==> src/sv/ctrdrbg_pkg.sv <==
package ctrdrbg_pkg;

  // Item modes
  localparam logic [2:0] MODE_LOAD_ENT  = 3'd0;
  localparam logic [2:0] MODE_LOAD_EXT  = 3'd1;
  localparam logic [2:0] MODE_INST      = 3'd2;
  localparam logic [2:0] MODE_RESEED    = 3'd3;
  localparam logic [2:0] MODE_GEN_START = 3'd4;
  localparam logic [2:0] MODE_GEN_BLOCK = 3'd5;
  localparam logic [2:0] MODE_UNINST    = 3'd6;

  // Result status codes
  localparam logic [1:0] ST_OK         = 2'd0;
  localparam logic [1:0] ST_RESEED_REQ = 2'd1;
  localparam logic [1:0] ST_TOO_LONG   = 2'd2;
  localparam logic [1:0] ST_NO_GEN     = 2'd3;

  // Update data selection
  localparam logic [1:0] SEL_ZERO  = 2'd0;
  localparam logic [1:0] SEL_SEED  = 2'd1;
  localparam logic [1:0] SEL_EXTRA = 2'd2;

  // Register address of the request limit between reseeds
  localparam logic [3:0] ADDR_REQ_LIMIT = 4'd0;

  localparam int unsigned NUM_WORDS   = 6;
  localparam int unsigned CNT_W       = 49;
  localparam int unsigned REQ_W       = 17;
  localparam logic [3:0]  NUM_ROUNDS  = 4'd14;
  localparam logic [16:0] MAX_REQUEST = 17'd65536;
  localparam logic [16:0] BLOCK_BYTES = 17'd16;
  localparam logic [1:0]  LAST_UPD_BLK = 2'd2;
  localparam logic [CNT_W-1:0] INTERVAL_RESET = 49'h1_0000_0000_0000;

  typedef struct packed {
    logic       capture;
    logic       clr_kv;
    logic       clr_gen;
    logic       clr_count;
    logic       set_count1;
    logic       finish;
    logic       gen_start;
    logic       enc_init;
    logic       enc_round;
    logic [3:0] round;
    logic       t_shift;
    logic       apply;
    logic [1:0] data_sel;
    logic       blk_take;
    logic       res_init;
    logic [1:0] res_status;
    logic       out_load;
  } cmd_t;

  typedef struct packed {
    logic [2:0] mode;
    logic       use_extra;
    logic       too_long;
    logic       reseed_req;
    logic       gen_active;
    logic       rb_zero;
    logic       rem_le16;
    logic       fue;
  } stat_t;

  localparam logic [7:0] SBOX [256] = '{
    8'h63,8'h7c,8'h77,8'h7b,8'hf2,8'h6b,8'h6f,8'hc5,8'h30,8'h01,8'h67,8'h2b,8'hfe,8'hd7,8'hab,8'h76,
    8'hca,8'h82,8'hc9,8'h7d,8'hfa,8'h59,8'h47,8'hf0,8'had,8'hd4,8'ha2,8'haf,8'h9c,8'ha4,8'h72,8'hc0,
    8'hb7,8'hfd,8'h93,8'h26,8'h36,8'h3f,8'hf7,8'hcc,8'h34,8'ha5,8'he5,8'hf1,8'h71,8'hd8,8'h31,8'h15,
    8'h04,8'hc7,8'h23,8'hc3,8'h18,8'h96,8'h05,8'h9a,8'h07,8'h12,8'h80,8'he2,8'heb,8'h27,8'hb2,8'h75,
    8'h09,8'h83,8'h2c,8'h1a,8'h1b,8'h6e,8'h5a,8'ha0,8'h52,8'h3b,8'hd6,8'hb3,8'h29,8'he3,8'h2f,8'h84,
    8'h53,8'hd1,8'h00,8'hed,8'h20,8'hfc,8'hb1,8'h5b,8'h6a,8'hcb,8'hbe,8'h39,8'h4a,8'h4c,8'h58,8'hcf,
    8'hd0,8'hef,8'haa,8'hfb,8'h43,8'h4d,8'h33,8'h85,8'h45,8'hf9,8'h02,8'h7f,8'h50,8'h3c,8'h9f,8'ha8,
    8'h51,8'ha3,8'h40,8'h8f,8'h92,8'h9d,8'h38,8'hf5,8'hbc,8'hb6,8'hda,8'h21,8'h10,8'hff,8'hf3,8'hd2,
    8'hcd,8'h0c,8'h13,8'hec,8'h5f,8'h97,8'h44,8'h17,8'hc4,8'ha7,8'h7e,8'h3d,8'h64,8'h5d,8'h19,8'h73,
    8'h60,8'h81,8'h4f,8'hdc,8'h22,8'h2a,8'h90,8'h88,8'h46,8'hee,8'hb8,8'h14,8'hde,8'h5e,8'h0b,8'hdb,
    8'he0,8'h32,8'h3a,8'h0a,8'h49,8'h06,8'h24,8'h5c,8'hc2,8'hd3,8'hac,8'h62,8'h91,8'h95,8'he4,8'h79,
    8'he7,8'hc8,8'h37,8'h6d,8'h8d,8'hd5,8'h4e,8'ha9,8'h6c,8'h56,8'hf4,8'hea,8'h65,8'h7a,8'hae,8'h08,
    8'hba,8'h78,8'h25,8'h2e,8'h1c,8'ha6,8'hb4,8'hc6,8'he8,8'hdd,8'h74,8'h1f,8'h4b,8'hbd,8'h8b,8'h8a,
    8'h70,8'h3e,8'hb5,8'h66,8'h48,8'h03,8'hf6,8'h0e,8'h61,8'h35,8'h57,8'hb9,8'h86,8'hc1,8'h1d,8'h9e,
    8'he1,8'hf8,8'h98,8'h11,8'h69,8'hd9,8'h8e,8'h94,8'h9b,8'h1e,8'h87,8'he9,8'hce,8'h55,8'h28,8'hdf,
    8'h8c,8'ha1,8'h89,8'h0d,8'hbf,8'he6,8'h42,8'h68,8'h41,8'h99,8'h2d,8'h0f,8'hb0,8'h54,8'hbb,8'h16
  };

  function automatic logic [7:0] xtime(input logic [7:0] a);
    xtime = {a[6:0], 1'b0} ^ (a[7] ? 8'h1b : 8'h00);
  endfunction

  function automatic logic [7:0] rcon(input logic [2:0] i);
    case (i)
      3'd0:    rcon = 8'h01;
      3'd1:    rcon = 8'h02;
      3'd2:    rcon = 8'h04;
      3'd3:    rcon = 8'h08;
      3'd4:    rcon = 8'h10;
      3'd5:    rcon = 8'h20;
      3'd6:    rcon = 8'h40;
      default: rcon = 8'h00;
    endcase
  endfunction

  function automatic logic [31:0] sub_word(input logic [31:0] w);
    sub_word = {SBOX[w[31:24]], SBOX[w[23:16]], SBOX[w[15:8]], SBOX[w[7:0]]};
  endfunction

  // One full AES round without the round key; byte 0 sits in the top bits.
  function automatic logic [127:0] aes_round(input logic [127:0] s, input logic last);
    logic [7:0] sb [16];
    logic [7:0] o  [16];
    logic [7:0] a0, a1, a2, a3, all;
    logic [127:0] r;
    for (int i = 0; i < 16; i++) sb[i] = SBOX[s[127-8*i -: 8]];
    for (int c = 0; c < 4; c++)
      for (int i = 0; i < 4; i++) o[i+4*c] = sb[i + 4*((c+i) & 3)];
    for (int c = 0; c < 4; c++) begin
      a0 = o[4*c]; a1 = o[4*c+1]; a2 = o[4*c+2]; a3 = o[4*c+3];
      all = a0 ^ a1 ^ a2 ^ a3;
      if (last) begin
        r[127-32*c -: 32] = {a0, a1, a2, a3};
      end else begin
        r[127-32*c -: 32] = {a0 ^ all ^ xtime(a0 ^ a1), a1 ^ all ^ xtime(a1 ^ a2),
                             a2 ^ all ^ xtime(a2 ^ a3), a3 ^ all ^ xtime(a3 ^ a0)};
      end
    end
    aes_round = r;
  endfunction

  // Next four key-schedule words from an eight-word window, for round key r+1.
  function automatic logic [127:0] key_step(input logic [255:0] w, input logic [3:0] r);
    logic [31:0] t, n0, n1, n2, n3;
    if (r[0]) begin
      t = sub_word({w[23:0], w[31:24]}) ^ {rcon(r[3:1]), 24'h0};
    end else begin
      t = sub_word(w[31:0]);
    end
    n0 = w[255:224] ^ t;
    n1 = w[223:192] ^ n0;
    n2 = w[191:160] ^ n1;
    n3 = w[159:128] ^ n2;
    key_step = {n0, n1, n2, n3};
  endfunction

endpackage

==> src/sv/ctrdrbg_ctrl.sv <==
module ctrdrbg_ctrl (
  input  logic               clk,
  input  logic               rst,
  input  logic               in_valid,
  output logic               in_ready,
  output logic               out_valid,
  input  logic               out_ready,
  input  ctrdrbg_pkg::stat_t st,
  output ctrdrbg_pkg::cmd_t  cmd
);
  import ctrdrbg_pkg::*;

  localparam logic [2:0] S_IDLE     = 3'd0;
  localparam logic [2:0] S_DISPATCH = 3'd1;
  localparam logic [2:0] S_ENC_INIT = 3'd2;
  localparam logic [2:0] S_ENC_RND  = 3'd3;
  localparam logic [2:0] S_ENC_DONE = 3'd4;
  localparam logic [2:0] S_APPLY    = 3'd5;
  localparam logic [2:0] S_RESP     = 3'd6;

  localparam logic [1:0] RET_SET1   = 2'd0;
  localparam logic [1:0] RET_GSTART = 2'd1;
  localparam logic [1:0] RET_FINISH = 2'd2;

  logic [2:0] state, state_next;
  logic [3:0] round, round_next;
  logic [1:0] blk_cnt, blk_cnt_next;
  logic       is_block, is_block_next;
  logic [1:0] ret, ret_next;
  logic [1:0] sel, sel_next;
  logic       out_free;

  assign in_ready = state == S_IDLE;
  assign out_free = !out_valid || out_ready;

  always_comb begin
    cmd           = '0;
    cmd.capture   = in_valid && in_ready;
    cmd.round     = round;
    cmd.data_sel  = sel;
    state_next    = state;
    round_next    = round;
    blk_cnt_next  = blk_cnt;
    is_block_next = is_block;
    ret_next      = ret;
    sel_next      = sel;
    case (state)
      S_IDLE: begin
        if (cmd.capture) state_next = S_DISPATCH;
      end
      S_DISPATCH: begin
        cmd.res_init   = 1'b1;
        cmd.res_status = ST_OK;
        state_next     = S_RESP;
        is_block_next  = 1'b0;
        blk_cnt_next   = 2'd0;
        case (st.mode)
          MODE_INST: begin
            cmd.clr_kv  = 1'b1;
            cmd.clr_gen = 1'b1;
            sel_next    = SEL_SEED;
            ret_next    = RET_SET1;
            state_next  = S_ENC_INIT;
          end
          MODE_RESEED: begin
            cmd.clr_gen = 1'b1;
            sel_next    = SEL_SEED;
            ret_next    = RET_SET1;
            state_next  = S_ENC_INIT;
          end
          MODE_GEN_START: begin
            if (st.too_long) begin
              cmd.res_status = ST_TOO_LONG;
            end else if (st.reseed_req) begin
              cmd.res_status = ST_RESEED_REQ;
            end else begin
              cmd.gen_start = 1'b1;
              if (st.use_extra) begin
                sel_next   = SEL_EXTRA;
                ret_next   = RET_GSTART;
                state_next = S_ENC_INIT;
              end else if (st.rb_zero) begin
                sel_next   = SEL_ZERO;
                ret_next   = RET_FINISH;
                state_next = S_ENC_INIT;
              end
            end
          end
          MODE_GEN_BLOCK: begin
            if (!st.gen_active) begin
              cmd.res_status = ST_NO_GEN;
            end else begin
              is_block_next = 1'b1;
              state_next    = S_ENC_INIT;
            end
          end
          MODE_UNINST: begin
            cmd.clr_kv    = 1'b1;
            cmd.clr_gen   = 1'b1;
            cmd.clr_count = 1'b1;
          end
          default: begin
          end
        endcase
      end
      S_ENC_INIT: begin
        cmd.enc_init = 1'b1;
        round_next   = 4'd1;
        state_next   = S_ENC_RND;
      end
      S_ENC_RND: begin
        cmd.enc_round = 1'b1;
        round_next    = round + 4'd1;
        if (round == NUM_ROUNDS) state_next = S_ENC_DONE;
      end
      S_ENC_DONE: begin
        if (is_block) begin
          cmd.blk_take = 1'b1;
          state_next   = S_RESP;
          if (st.rem_le16) begin
            is_block_next = 1'b0;
            blk_cnt_next  = 2'd0;
            sel_next      = st.fue ? SEL_EXTRA : SEL_ZERO;
            ret_next      = RET_FINISH;
            state_next    = S_ENC_INIT;
          end
        end else begin
          cmd.t_shift = 1'b1;
          if (blk_cnt == LAST_UPD_BLK) begin
            state_next = S_APPLY;
          end else begin
            blk_cnt_next = blk_cnt + 2'd1;
            state_next   = S_ENC_INIT;
          end
        end
      end
      S_APPLY: begin
        cmd.apply  = 1'b1;
        state_next = S_RESP;
        case (ret)
          RET_SET1: cmd.set_count1 = 1'b1;
          RET_GSTART: begin
            if (st.rb_zero) begin
              blk_cnt_next = 2'd0;
              sel_next     = st.fue ? SEL_EXTRA : SEL_ZERO;
              ret_next     = RET_FINISH;
              state_next   = S_ENC_INIT;
            end
          end
          default: cmd.finish = 1'b1;
        endcase
      end
      S_RESP: begin
        if (out_free) begin
          cmd.out_load = 1'b1;
          state_next   = S_IDLE;
        end
      end
      default: state_next = S_IDLE;
    endcase
  end

  always_ff @(posedge clk) begin
    if (rst) begin
      state     <= S_IDLE;
      round     <= '0;
      blk_cnt   <= '0;
      is_block  <= 1'b0;
      ret       <= RET_SET1;
      sel       <= SEL_ZERO;
      out_valid <= 1'b0;
    end else begin
      state    <= state_next;
      round    <= round_next;
      blk_cnt  <= blk_cnt_next;
      is_block <= is_block_next;
      ret      <= ret_next;
      sel      <= sel_next;
      if (cmd.out_load) out_valid <= 1'b1;
      else if (out_ready) out_valid <= 1'b0;
    end
  end

  a_accept_dispatch: assert property (@(posedge clk) disable iff (rst)
    (in_valid && in_ready) |=> state == S_DISPATCH)
    else $error("accepted transaction not dispatched");

  a_round_end: assert property (@(posedge clk) disable iff (rst)
    (state == S_ENC_RND && round == NUM_ROUNDS) |=> state == S_ENC_DONE)
    else $error("cipher did not stop after the last round");

  a_resp_loads: assert property (@(posedge clk) disable iff (rst)
    (state == S_RESP && out_free) |=> (out_valid && state == S_IDLE))
    else $error("result not presented");

  a_no_accept_busy: assert property (@(posedge clk) disable iff (rst)
    (state != S_IDLE) |-> !in_ready)
    else $error("input ready while busy");

endmodule
==> config.mk <==
export PLATFORM = sky130hd
export DESIGN_NAME = ctrdrbg_ctrl
export DESIGN_NICKNAME = d
export VERILOG_FILES = /design/src/sv/ctrdrbg_pkg.sv /design/src/sv/ctrdrbg_ctrl.sv
export SDC_FILE = /design/constraint.sdc
export NUM_CORES = 1
export LEC_CHECK = 0
export BUFFER_PORTS_ARGS = -buffer_cell sky130_fd_sc_hd__buf_2
export CAP_MARGIN = 20
export CORE_MARGIN = 1
export CORE_UTILIZATION = 54
export DETAILED_ROUTE_END_ITERATION = 10
export PLACE_DENSITY = 0.87
export SYNTH_ARGS = -nofsm -noshare
export SYNTH_HDL_FRONTEND = slang
export SYNTH_SLANG_ARGS = --single-unit
==> constraint.sdc <==
create_clock -name clk -period 4.8 [get_ports clk]
set_input_delay 0.48 -clock clk [delete_from_list [all_inputs] [get_ports clk]]
set_output_delay 0.48 -clock clk [all_outputs]
set_load 0.05 [all_outputs]
# After elaboration in Yosys (flattened, before gate mapping)
# Cells that the tools add are included.
# W data, S select, Z words.
# op_classes
reduce_logical	17
n_mux	72
eq_ne	27
n_addsub	2
# op_table
op	count
$mux W2	23
$mux W3	14
$mux W1	25
$pmux W3 S7	1
$eq A3 B3 Y1 const B	6
$pmux W2 S3	3
$eq A3 B2 Y1 const B	4
$ne A2 B2 Y1 const B	6
$ne A3 B3 Y1 const B	4
$pmux W2 S2	3
$pmux W3 S3	1
$reduce_and A9 Y1	1
$pmux W4 S2	1
$reduce_and A7 Y1	1
$reduce_bool A2 Y1	3
$reduce_or A2 Y1	3
$reduce_and A5 Y1	1
$add A4 B1 Y4 const B	1
$eq A4 B4 Y1 const B	1
$ne A4 B4 Y1 const B	1
$eq A3 B1 Y1 const B	1
$logic_not A3 Y1	1
$ne A3 B2 Y1 const B	1
$reduce_and A3 Y1	1
other kinds (11)	11
# word_totals
output_inout_bits	24
ff_bits	15
inputBits	14
wordCells	125

# Depth between registers and ports, before layout
# Gate-level depths: netlist of run 1.
# logic_depth
word_depth	6
ltp_mapped	6
ltp_nobuf	6

# Worst setup path before layout of run 1
# Ideal clock, no wire load.
# synth_timing
path_type	register -> output
from	register state[1]
to	output port cmd[18] (netlist name)
slack_ns	1.852
t_arrival_ns	2.468
n_path_buf	1
path_stages_with_launch	6
required_time_ns	4.320
path_cell_list	dfxtp_1 -> buf_2 -> nor3b_4 -> nand2_1 -> nor2_1 -> and2_1
# synth_rtl
item	line	rtl
start: declaration	ctrdrbg_ctrl.sv:25	logic [2:0] state, state_next;
start signal: assignment	ctrdrbg_ctrl.sv:173	state <= state_next;
end: declaration	ctrdrbg_ctrl.sv:9	output ctrdrbg_pkg::cmd_t cmd

==> reports/results.ini, run 1 <==
[run_status]
status = finished clean

[clock_tree]
postCtsHoldBufs = 0
clock_latency_ns = 0.30
cts_tree = done
cts_setup_buffers = 0
cts-root-buf = clkbuf_4
clk_pin_slew_worst_paths_ns = 0.10
clock_path_buffers = 2
htree_levels = 1
ctsResizeCount = 0
numCtsBuffers = 3
numClockSinks = 15

[synth]
synth_common_cells = 17 x nor2_1, 15 x dfxtp_1, 14 x a21oi_1, 8 x nand2_1, 8 x nand2b_1
syn_nets = 168
syn-mean-instance-area_um2 = 7.73
synthFlopType = dfxtp_1
ys_seq_elements = 15
synth_seq_area_share = 0.257
synth.most_common_cell = nor2_1
synth_cells = 151
syn-cell-area_um2 = 1170
synth_area_leaders = dfxtp_1 26%, a21oi_1 6.0%, nor2_1 5.5%
synth_edf_count = 0
synth_cell_types = 47
synthDominantCellAreaShare = 0.257
yosys_warnings = 0
synth-async-reset-ratio = 0
synth.largest_area_cell = dfxtp_1

[sta]
drv_slew = 0
worst_pin_slew_ns = 0.725
rsz0062_at_grt = false
period_share = 0.546
hold_ws_ns = 0.452
finalClockSkew_ns = 0.00925
hold_viol = 0
fin_crit_ns = 2.62
fin_setup_tns_ns = 0
slew_headroom = 0.516
setup_viol = 0
fmax_mhz = 381

[cells_and_area]
antenna_cells = 0
final_core_util = 0.679
fill_cells = 177
drive_gt1_frac = 0.258
finalNetCount = 200
area_growth_pct = 16.5
fin_area_um2 = 1360

[drt]
drc_errors = 0
routed_via_density = 5.94
dr.max_layer_used = met4
finalWirelength_um = 2790
wl_met3_um = 160
wl_met1_um = 1180
dr.first_iter.drc_count = 43
wl_met2_um = 1400
drtAntennaViolNets = 0
vias = 1242
drtPass1Iterations = 4
wire_per_inst_um = 13.3

[global_route]
grt_max_degree = 22
grt_pass1_wl_um = 4830
grt_overflow = 0
grt_pass1_vias = 1130
grt_antenna_before_repair = 0
gr-usage-all-layers = 0.255

[setup_path]
critPathLaunchType = register
cp_data_required_time_ns = 4.32
critPathKind = register to primary output
critPathMaxFanout = 20
crit_path_end_kind = primary output
cp.arrival_ns = 2.14

[floorplanning]
die_w_um = 48.5
ioPinCount = 38
start_util = 0.583
die_area_um2 = 2350
die_h_um = 48.5
rows = 16
core_um2 = 2000

[power]
p_leak_nw = 0.597
p_sw_mw = 0.214
intPower_mw = 0.233
irDropWorstVdd_v = 0.000252
swShare = 0.479
seq_power_share = 0.375
clkPwrFrac = 0.174
power_mw = 0.448
share_comb_of_total_power = 0.451
p_per_area_nw_per_um2 = 329

[placed_design]
port-buffer-count = 37
dp_hpwl_um = 2040
routabilityCongestion = 0.911
place_area_um2 = 1330

[job]
drv_cap = 0

[worst_hold_path]
hold_path_class = input port to register

## routing by layer
| layer | vias to the layer above | track usage |
|---|---|---|
| met2 | 39 | 0.455 |
| met5 | - | 0 |
| met3 | 5 | 0.0377 |
| met1 | 580 | 0.309 |
| li1 | 618 | - |
| met4 | 0 | 0.0931 |
## power groups by stage
stage                     clock network (mW)  logic, mW  registers (mW)
final                                 0.0777      0.202           0.168
after floorplan                            0      0.168           0.164
after detailed placement                   0      0.200           0.170
after CTS                             0.0780      0.201           0.167
after global routing                  0.0834      0.217           0.171
after global placement                     0      0.196           0.168
## logic make-up (layout without fill, tap and decap cells)
| group | after synthesis | after routing | synth area share |
|---|---|---|---|
| AND/OR/NAND/NOR | 71 | 71 | 0.342 |
| AO/OA/AOI/OAI | 45 | 45 | 0.287 |
| flip-flops | 15 | 15 | 0.257 |
| buffers and inverters | 15 | 46 | 0.0622 |
| adder cells (fa/ha/maj) | 3 | 3 | 0.0322 |
| multiplexers | 2 | 2 | 0.0193 |
## layout by cell type, fill, tap and decap left out, types with 3 or more instances in the layout
cell type | Yosys | routed
nor3_1 | 7 | 7
dfxtp_1 | 15 | 15
clkbuf_4 | 0 | 3
nor2b_1 | 7 | 7
nand2b_1 | 8 | 8
o21ai_0 | 4 | 4
nor2_1 | 17 | 17
nand2_1 | 8 | 8
inv_1 | 4 | 4
buf_2 | 4 | 37
a31oi_1 | 5 | 5
a21o_1 | 4 | 4
a21oi_1 | 14 | 14
ha_1 | 3 | 3
nand3_1 | 5 | 5
nand3b_1 | 3 | 3
and2_1 | 3 | 3
a311oi_1 | 3 | 3
## metrics by stage
stage,worst slack [ns],instances
2_1_floorplan,1.85,151
3_3_place_gp,2.57,205
3_5_place_dp,2.51,205
4_1_cts,2.22,209
5_1_grt,2.07,209
6_report,2.18,209
## final timing paths
| kind | from | endpoint | slack (ns) | depth (start not counted) |
|---|---|---|---|---|
| max | state[0] | cmd[17] | 2.18 | 3 |
| min | st[0] | sel[1] | 0.45 | 3 |
| max reg2reg | state[0] | blk_cnt[0] | 2.58 | 4 |
| min reg2reg | sel[0] | sel[0] | 0.48 | 2 |
## state kept, by name, summed over array words and instances (netlist names)
| name | cells |
|---|---|
| out_valid | 1 |
| state | 3 |
| blk_cnt | 2 |
| sel | 2 |
| is_block | 1 |
| round | 4 |
| ret | 2 |
## worst max-delay path: stages (launching register included)
cell and delay [ns]:
dfxtp_1 0.75, clkinv_1 0.47, nor4_1 0.31, buf_2 0.30
## final cells by class
class,instances,area (um2),area share
clock buffer,3,22.5,0.0166
clock inverter,1,5.00,0.00368
inverter,5,18.8,0.0138
multi-input combinational,121,795,0.584
sequential,15,300,0.221
tap,27,33.8,0.0248
timing repair buffer,37,185,0.136
Note: power is estimated with default switching activity, not from simulation.
==> run 2: changes to the inputs <==
--- a/config.mk
+++ b/config.mk
@@ -8,9 +8,9 @@
 export BUFFER_PORTS_ARGS = -buffer_cell sky130_fd_sc_hd__buf_2
 export CAP_MARGIN = 20
 export CORE_MARGIN = 1
-export CORE_UTILIZATION = 54
+export CORE_UTILIZATION = 50
 export DETAILED_ROUTE_END_ITERATION = 10
-export PLACE_DENSITY = 0.87
+export PLACE_DENSITY = 0.82
 export SYNTH_ARGS = -nofsm -noshare
 export SYNTH_HDL_FRONTEND = slang
 export SYNTH_SLANG_ARGS = --single-unit
==> constraint.sdc (replaced) <==
create_clock -name clk -period 2.5 [get_ports clk]
set_input_delay 0.25 -clock clk [delete_from_list [all_inputs] [get_ports clk]]
set_output_delay 0.25 -clock clk [all_outputs]
set_load 0.05 [all_outputs]
==> run 2 against run 1 <==
Compared with the run above: wire length increased by 3.4%; die area increased by 7.7%; sequential cell count unchanged; first-iteration DRC count decreased by 28%; power increased by 95%; critical path depth increased by 2; via count increased by 1.8%; critical path type unchanged; largest cell class unchanged.
==> reports/results.ini, run 2 (same netlist as run 1, synthesis figures left out) <==
[run_status]
status = finished clean

[global_route]
grt_antenna_before_repair = 0  ; unchanged
grt_max_degree = 20  ; -9.1%
gr-usage-all-layers = 0.239  ; -0.0156
grt_pass1_vias = 1163  ; +2.9%
grt_pass1_wl_um = 4730  ; -2.2%
grt_overflow = 0  ; unchanged

[clock_tree]
numCtsBuffers = 3  ; unchanged
postCtsHoldBufs = 0  ; unchanged
ctsResizeCount = 0  ; unchanged
clock_path_buffers = 2  ; unchanged
cts-root-buf = clkbuf_4
clk_pin_slew_worst_paths_ns = 0.09  ; about the same
cts_setup_buffers = 0  ; unchanged
numClockSinks = 15  ; unchanged
cts_tree = done
htree_levels = 1  ; unchanged
clock_latency_ns = 0.29  ; about the same

[cells_and_area]
area_growth_pct = 19.1
layoutNonFillerInstCount = 213  ; +1.9%
final_core_util = 0.628  ; -0.0510
fin_area_um2 = 1390  ; +2.2%
layout_commonest_cell = buf_2
antenna_cells = 0  ; unchanged
finalNetCount = 203  ; +1.5%
largest_register = round
drive_gt1_frac = 0.276  ; +0.0174
top_regs = round (4), state (3)
layout_common_cells = 37 x buf_2, 16 x nor2_1, 15 x dfxtp_1
largest_reg_flops = 4  ; unchanged

[drt]
drc_errors = 0  ; unchanged
drtPass1Iterations = 4  ; unchanged
routed_via_density = 5.93  ; -0.14%
wire_per_inst_um = 13.5  ; +1.5%
drtAntennaViolNets = 0  ; unchanged
vias = 1264  ; +1.8%
finalWirelength_um = 2890  ; +3.4%
dr.first_iter.drc_count = 31  ; -28%

[floorplanning]
die_area_um2 = 2530  ; +7.7%
start_util = 0.528  ; -0.0554
die_w_um = 50.3  ; +3.8%
rows = 17  ; +1
die_h_um = 50.3  ; +3.8%
core_um2 = 2210  ; +10%
ioPinCount = 38  ; unchanged

[setup_path]
crit_path_end_kind = primary output
critPathMaxFanout = 13  ; -35%
cpMaxStageDelayCell = dfxtp_1
cp-startpoint = state[0]
crit_path_cell_trace = nor3b_4 > nand2_1 > nor2_2 > and2_1 > buf_2
critPathKind = register to primary output
slowest_delay_ns = 0.59  ; -0.16 ns
cp.arrival_ns = 1.91  ; -0.23 ns
cp_data_required_time_ns = 2.25  ; -2.07 ns
critPathLaunchType = register
r2r_start = state[0]

[placed_design]
routabilityCongestion = 0.891  ; -2.2%
place_area_um2 = 1360  ; +2.3%
dp.cells = 209  ; +2.0%
dp_slack_ns = 0.643  ; -1.87 ns
dp_hpwl_um = 2160  ; +5.7%
port-buffer-count = 37  ; unchanged

[sta]
fin_crit_ns = 2.16
finalClockSkew_ns = 0.00318  ; -0.00607 ns
period_share = 0.865
worst_slack_ns = 0.337  ; -1.84 ns
drv_slew = 0  ; unchanged
rsz0062_at_grt = false
worst_pin_slew_ns = 0.714  ; -0.0116 ns
fmax_mhz = 462
hold_viol = 0  ; unchanged
setup_viol = 0  ; unchanged
fin_setup_tns_ns = 0  ; unchanged
slew_headroom = 0.523  ; +0.00773

[power]
irDropWorstVdd_v = 0.000528  ; +110%
p_per_area_nw_per_um2 = 627  ; +90%
p_leak_nw = 0.612  ; +2.4%

[worst_hold_path]
hold_path_class = input port to register
min-delay-start = st[0]

[job]
drv_cap = 0  ; unchanged

run 2: final timing paths:
check                to  slack [ns]  depth (start not counted)
max             cmd[18]        0.34                          5
max reg2reg  blk_cnt[0]        0.61                          4
min reg2reg      sel[0]        0.49                          2
min              sel[1]        0.22                          3
run 2: final cells by class:
class / instances / area [um2]
flip-flops and latches: 15 / 300
repair buffers: 40 / 208
well taps: 28 / 35.0
inverters: 5 / 18.8
multi-input cells: 121 / 802
clock buffers: 4 / 26.3
fillers: 205 / 822
run 2: metrics by stage:
step	total power, mW	hold slack [ns]
2_1_floorplan	0.640	0.414
3_3_place_gp	0.712	0.457
3_5_place_dp	0.723	0.476
4_1_cts	0.868	0.223
5_1_grt	0.912	0.264
6_report	0.871	0.224
run 2: where the power goes:
part           internal [mW]  switching, mW
Clock                 0.0622         0.0865
Combinational          0.137          0.276
Sequential             0.261         0.0487
run 2: layer usage:
layer | track usage | part of all wire
met5 | 0 | 0
met4 | 0.106 | 0.014
met3 | 0.0273 | 0.051
met2 | 0.418 | 0.50
met1 | 0.292 | 0.43
run 2: worst max-delay path, delay by kind of cell, from the launching register on:
kind / cells / cell delay (ns)
DFF: 1 / 0.59
buffers and inverters: 1 / 0.25
and+or+nand+nor: 4 / 0.77
==> run 3: changes to the inputs <==
--- a/config.mk
+++ b/config.mk
@@ -8,9 +8,9 @@
 export BUFFER_PORTS_ARGS = -buffer_cell sky130_fd_sc_hd__buf_2
 export CAP_MARGIN = 20
 export CORE_MARGIN = 1
-export CORE_UTILIZATION = 50
+export CORE_UTILIZATION = 54
 export DETAILED_ROUTE_END_ITERATION = 10
-export PLACE_DENSITY = 0.82
+export PLACE_DENSITY = 0.87
 export SYNTH_ARGS = -nofsm -noshare
 export SYNTH_HDL_FRONTEND = slang
 export SYNTH_SLANG_ARGS = --single-unit
==> constraint.sdc (replaced) <==
create_clock -name clk -period 2.81 [get_ports clk]
set_input_delay 0.281 -clock clk [delete_from_list [all_inputs] [get_ports clk]]
set_output_delay 0.281 -clock clk [all_outputs]
set_load 0.05 [all_outputs]
==> run 3 against run 2 <==
Compared with the run above: first-iteration DRC count is 58% higher; highest routed layer unchanged; via count shrank 0.32%; critical path type unchanged; largest power group unchanged; utilization up 5.5 points.
==> reports/results.ini, run 3 (same netlist as run 1, synthesis figures left out) <==
[cells_and_area]
fin_area_um2 = 1370  ; -1.6%
fill_cells = 185  ; -9.8%
layout_common_cells = 37 x buf_2, 17 x nor2_1, 15 x dfxtp_1
layout_commonest_cell = buf_2
regArea_um2 = 300  ; unchanged
antenna_cells = 0  ; unchanged
finalNetCount = 201  ; -0.99%
layoutNonFillerInstCount = 210  ; -1.4%
drive_gt1_frac = 0.262  ; -0.0134
multi_input_area_um2 = 795  ; -0.94%
largest_reg_flops = 4  ; unchanged
largest_register = round
top_regs = round (4), state (3)
area_growth_pct = 17.1
final_core_util = 0.683  ; +0.0547

[drt]
drtAntennaViolNets = 0  ; unchanged
drc_errors = 0  ; unchanged
wire_per_inst_um = 13.1  ; -3.5%
dr.first_iter.drc_count = 49  ; +58%
finalWirelength_um = 2750  ; -4.9%
routed_via_density = 6.00  ; +1.1%
vias = 1260  ; -0.32%
drtPass1Iterations = 4  ; unchanged

[global_route]
gr-usage-all-layers = 0.260  ; +0.0208
grt_antenna_before_repair = 0  ; unchanged
grt_max_degree = 22  ; +10%
grt_pass1_vias = 1163  ; unchanged
grt_pass1_wl_um = 4940  ; +4.5%
grt_overflow = 0  ; unchanged

[clock_tree]
postCtsHoldBufs = 0  ; unchanged
cts_setup_buffers = 0  ; unchanged
cts_tree = done
clock_latency_ns = 0.30  ; about the same
numCtsBuffers = 3  ; unchanged
numClockSinks = 15  ; unchanged
clock_path_buffers = 2  ; unchanged
htree_levels = 1  ; unchanged
cts-root-buf = clkbuf_4
clk_pin_slew_worst_paths_ns = 0.10  ; about the same
ctsResizeCount = 0  ; unchanged

[setup_path]
r2r_cells = 4  ; unchanged
critPathMaxFanout = 20  ; +7
cp.arrival_ns = 2.14  ; +0.23 ns
critPathKind = register to primary output
cp_data_required_time_ns = 2.53  ; +0.28 ns
r2r_slack_ns = 0.69  ; +0.08 ns
crit_path_end_kind = primary output
critPathLaunchType = register

[floorplanning]
ioPinCount = 38  ; unchanged
rows = 16  ; -1
die_area_um2 = 2350  ; -7.1%
start_util = 0.583  ; +0.0554
die_h_um = 48.5  ; -3.6%
die_w_um = 48.5  ; -3.6%
core_um2 = 2000  ; -9.5%

[sta]
rsz0062_at_grt = false
setup_viol = 0  ; unchanged
fmax_mhz = 413
fin_setup_tns_ns = 0  ; unchanged
fin_crit_ns = 2.42
finalClockSkew_ns = 0.00595  ; +0.00276 ns
period_share = 0.862
hold_viol = 0  ; unchanged
drv_slew = 0  ; unchanged
slew_headroom = 0.528  ; +0.00468
worst_pin_slew_ns = 0.707  ; -0.00702 ns

[placed_design]
dp_hpwl_um = 2040  ; -5.5%
routabilityCongestion = 0.915  ; +2.6%
port-buffer-count = 37  ; unchanged
dp.cells = 206  ; -1.4%
place_area_um2 = 1340  ; -1.7%

[power]
power_mw = 0.759  ; -13%
irDropWorstVdd_v = 0.000410  ; -22%
p_per_area_nw_per_um2 = 555  ; -11%
p_leak_nw = 0.603  ; -1.5%

[worst_hold_path]
min_path_cells = 3  ; unchanged
hold_path_class = input port to register

[run_status]
status = finished clean

[job]
drv_cap = 0  ; unchanged

-- run 3: metrics by stage --
stage               setup WS, ns  hold slack, ns
floorplan                 0.0609           0.445
global placement           0.842           0.455
detailed placement         0.764           0.465
CTS                        0.441           0.256
global route               0.239           0.279
finish                     0.387           0.251
-- run 3: critical path, stage by stage, from the launching register on --
cell	delay (ns)
dfxtp_1	0.75
nor3b_4	0.44
nand2_1	0.19
a21oi_1	0.17
buf_2	0.28
-- run 3: final cells by class --
type | count | area share
well taps | 27 | 0.0247
clock inverters | 1 | 0.00366
flip-flops and latches | 15 | 0.220
inverters | 5 | 0.0137
multi-input cells | 121 | 0.581
clock buffers | 3 | 0.0165
repair buffers | 38 | 0.141
-- run 3: path summary, 6_finish.rpt --
check | startpoint | to
worst max register to register | state[0] | blk_cnt[1]
worst min-delay path | st[0] | sel[1]
worst min register to register | sel[0] | sel[0]
worst max-delay path | state[0] | cmd[2]
-- run 3: where the power goes --
group          internal (mW)  switching, mW  total (mW)
logic                  0.115          0.229       0.344
registers              0.232         0.0540       0.286
clock network         0.0531         0.0765       0.130
-- run 3: layer usage --
| metal | wire (um) | global-route usage | part of all wire |
|---|---|---|---|
| met1 | 1200 | 0.330 | 0.44 |
| met2 | 1330 | 0.455 | 0.48 |
| met3 | 171 | 0.0283 | 0.062 |
| met4 | 42 | 0.0931 | 0.015 |
| met5 | 0 | 0 | 0 |
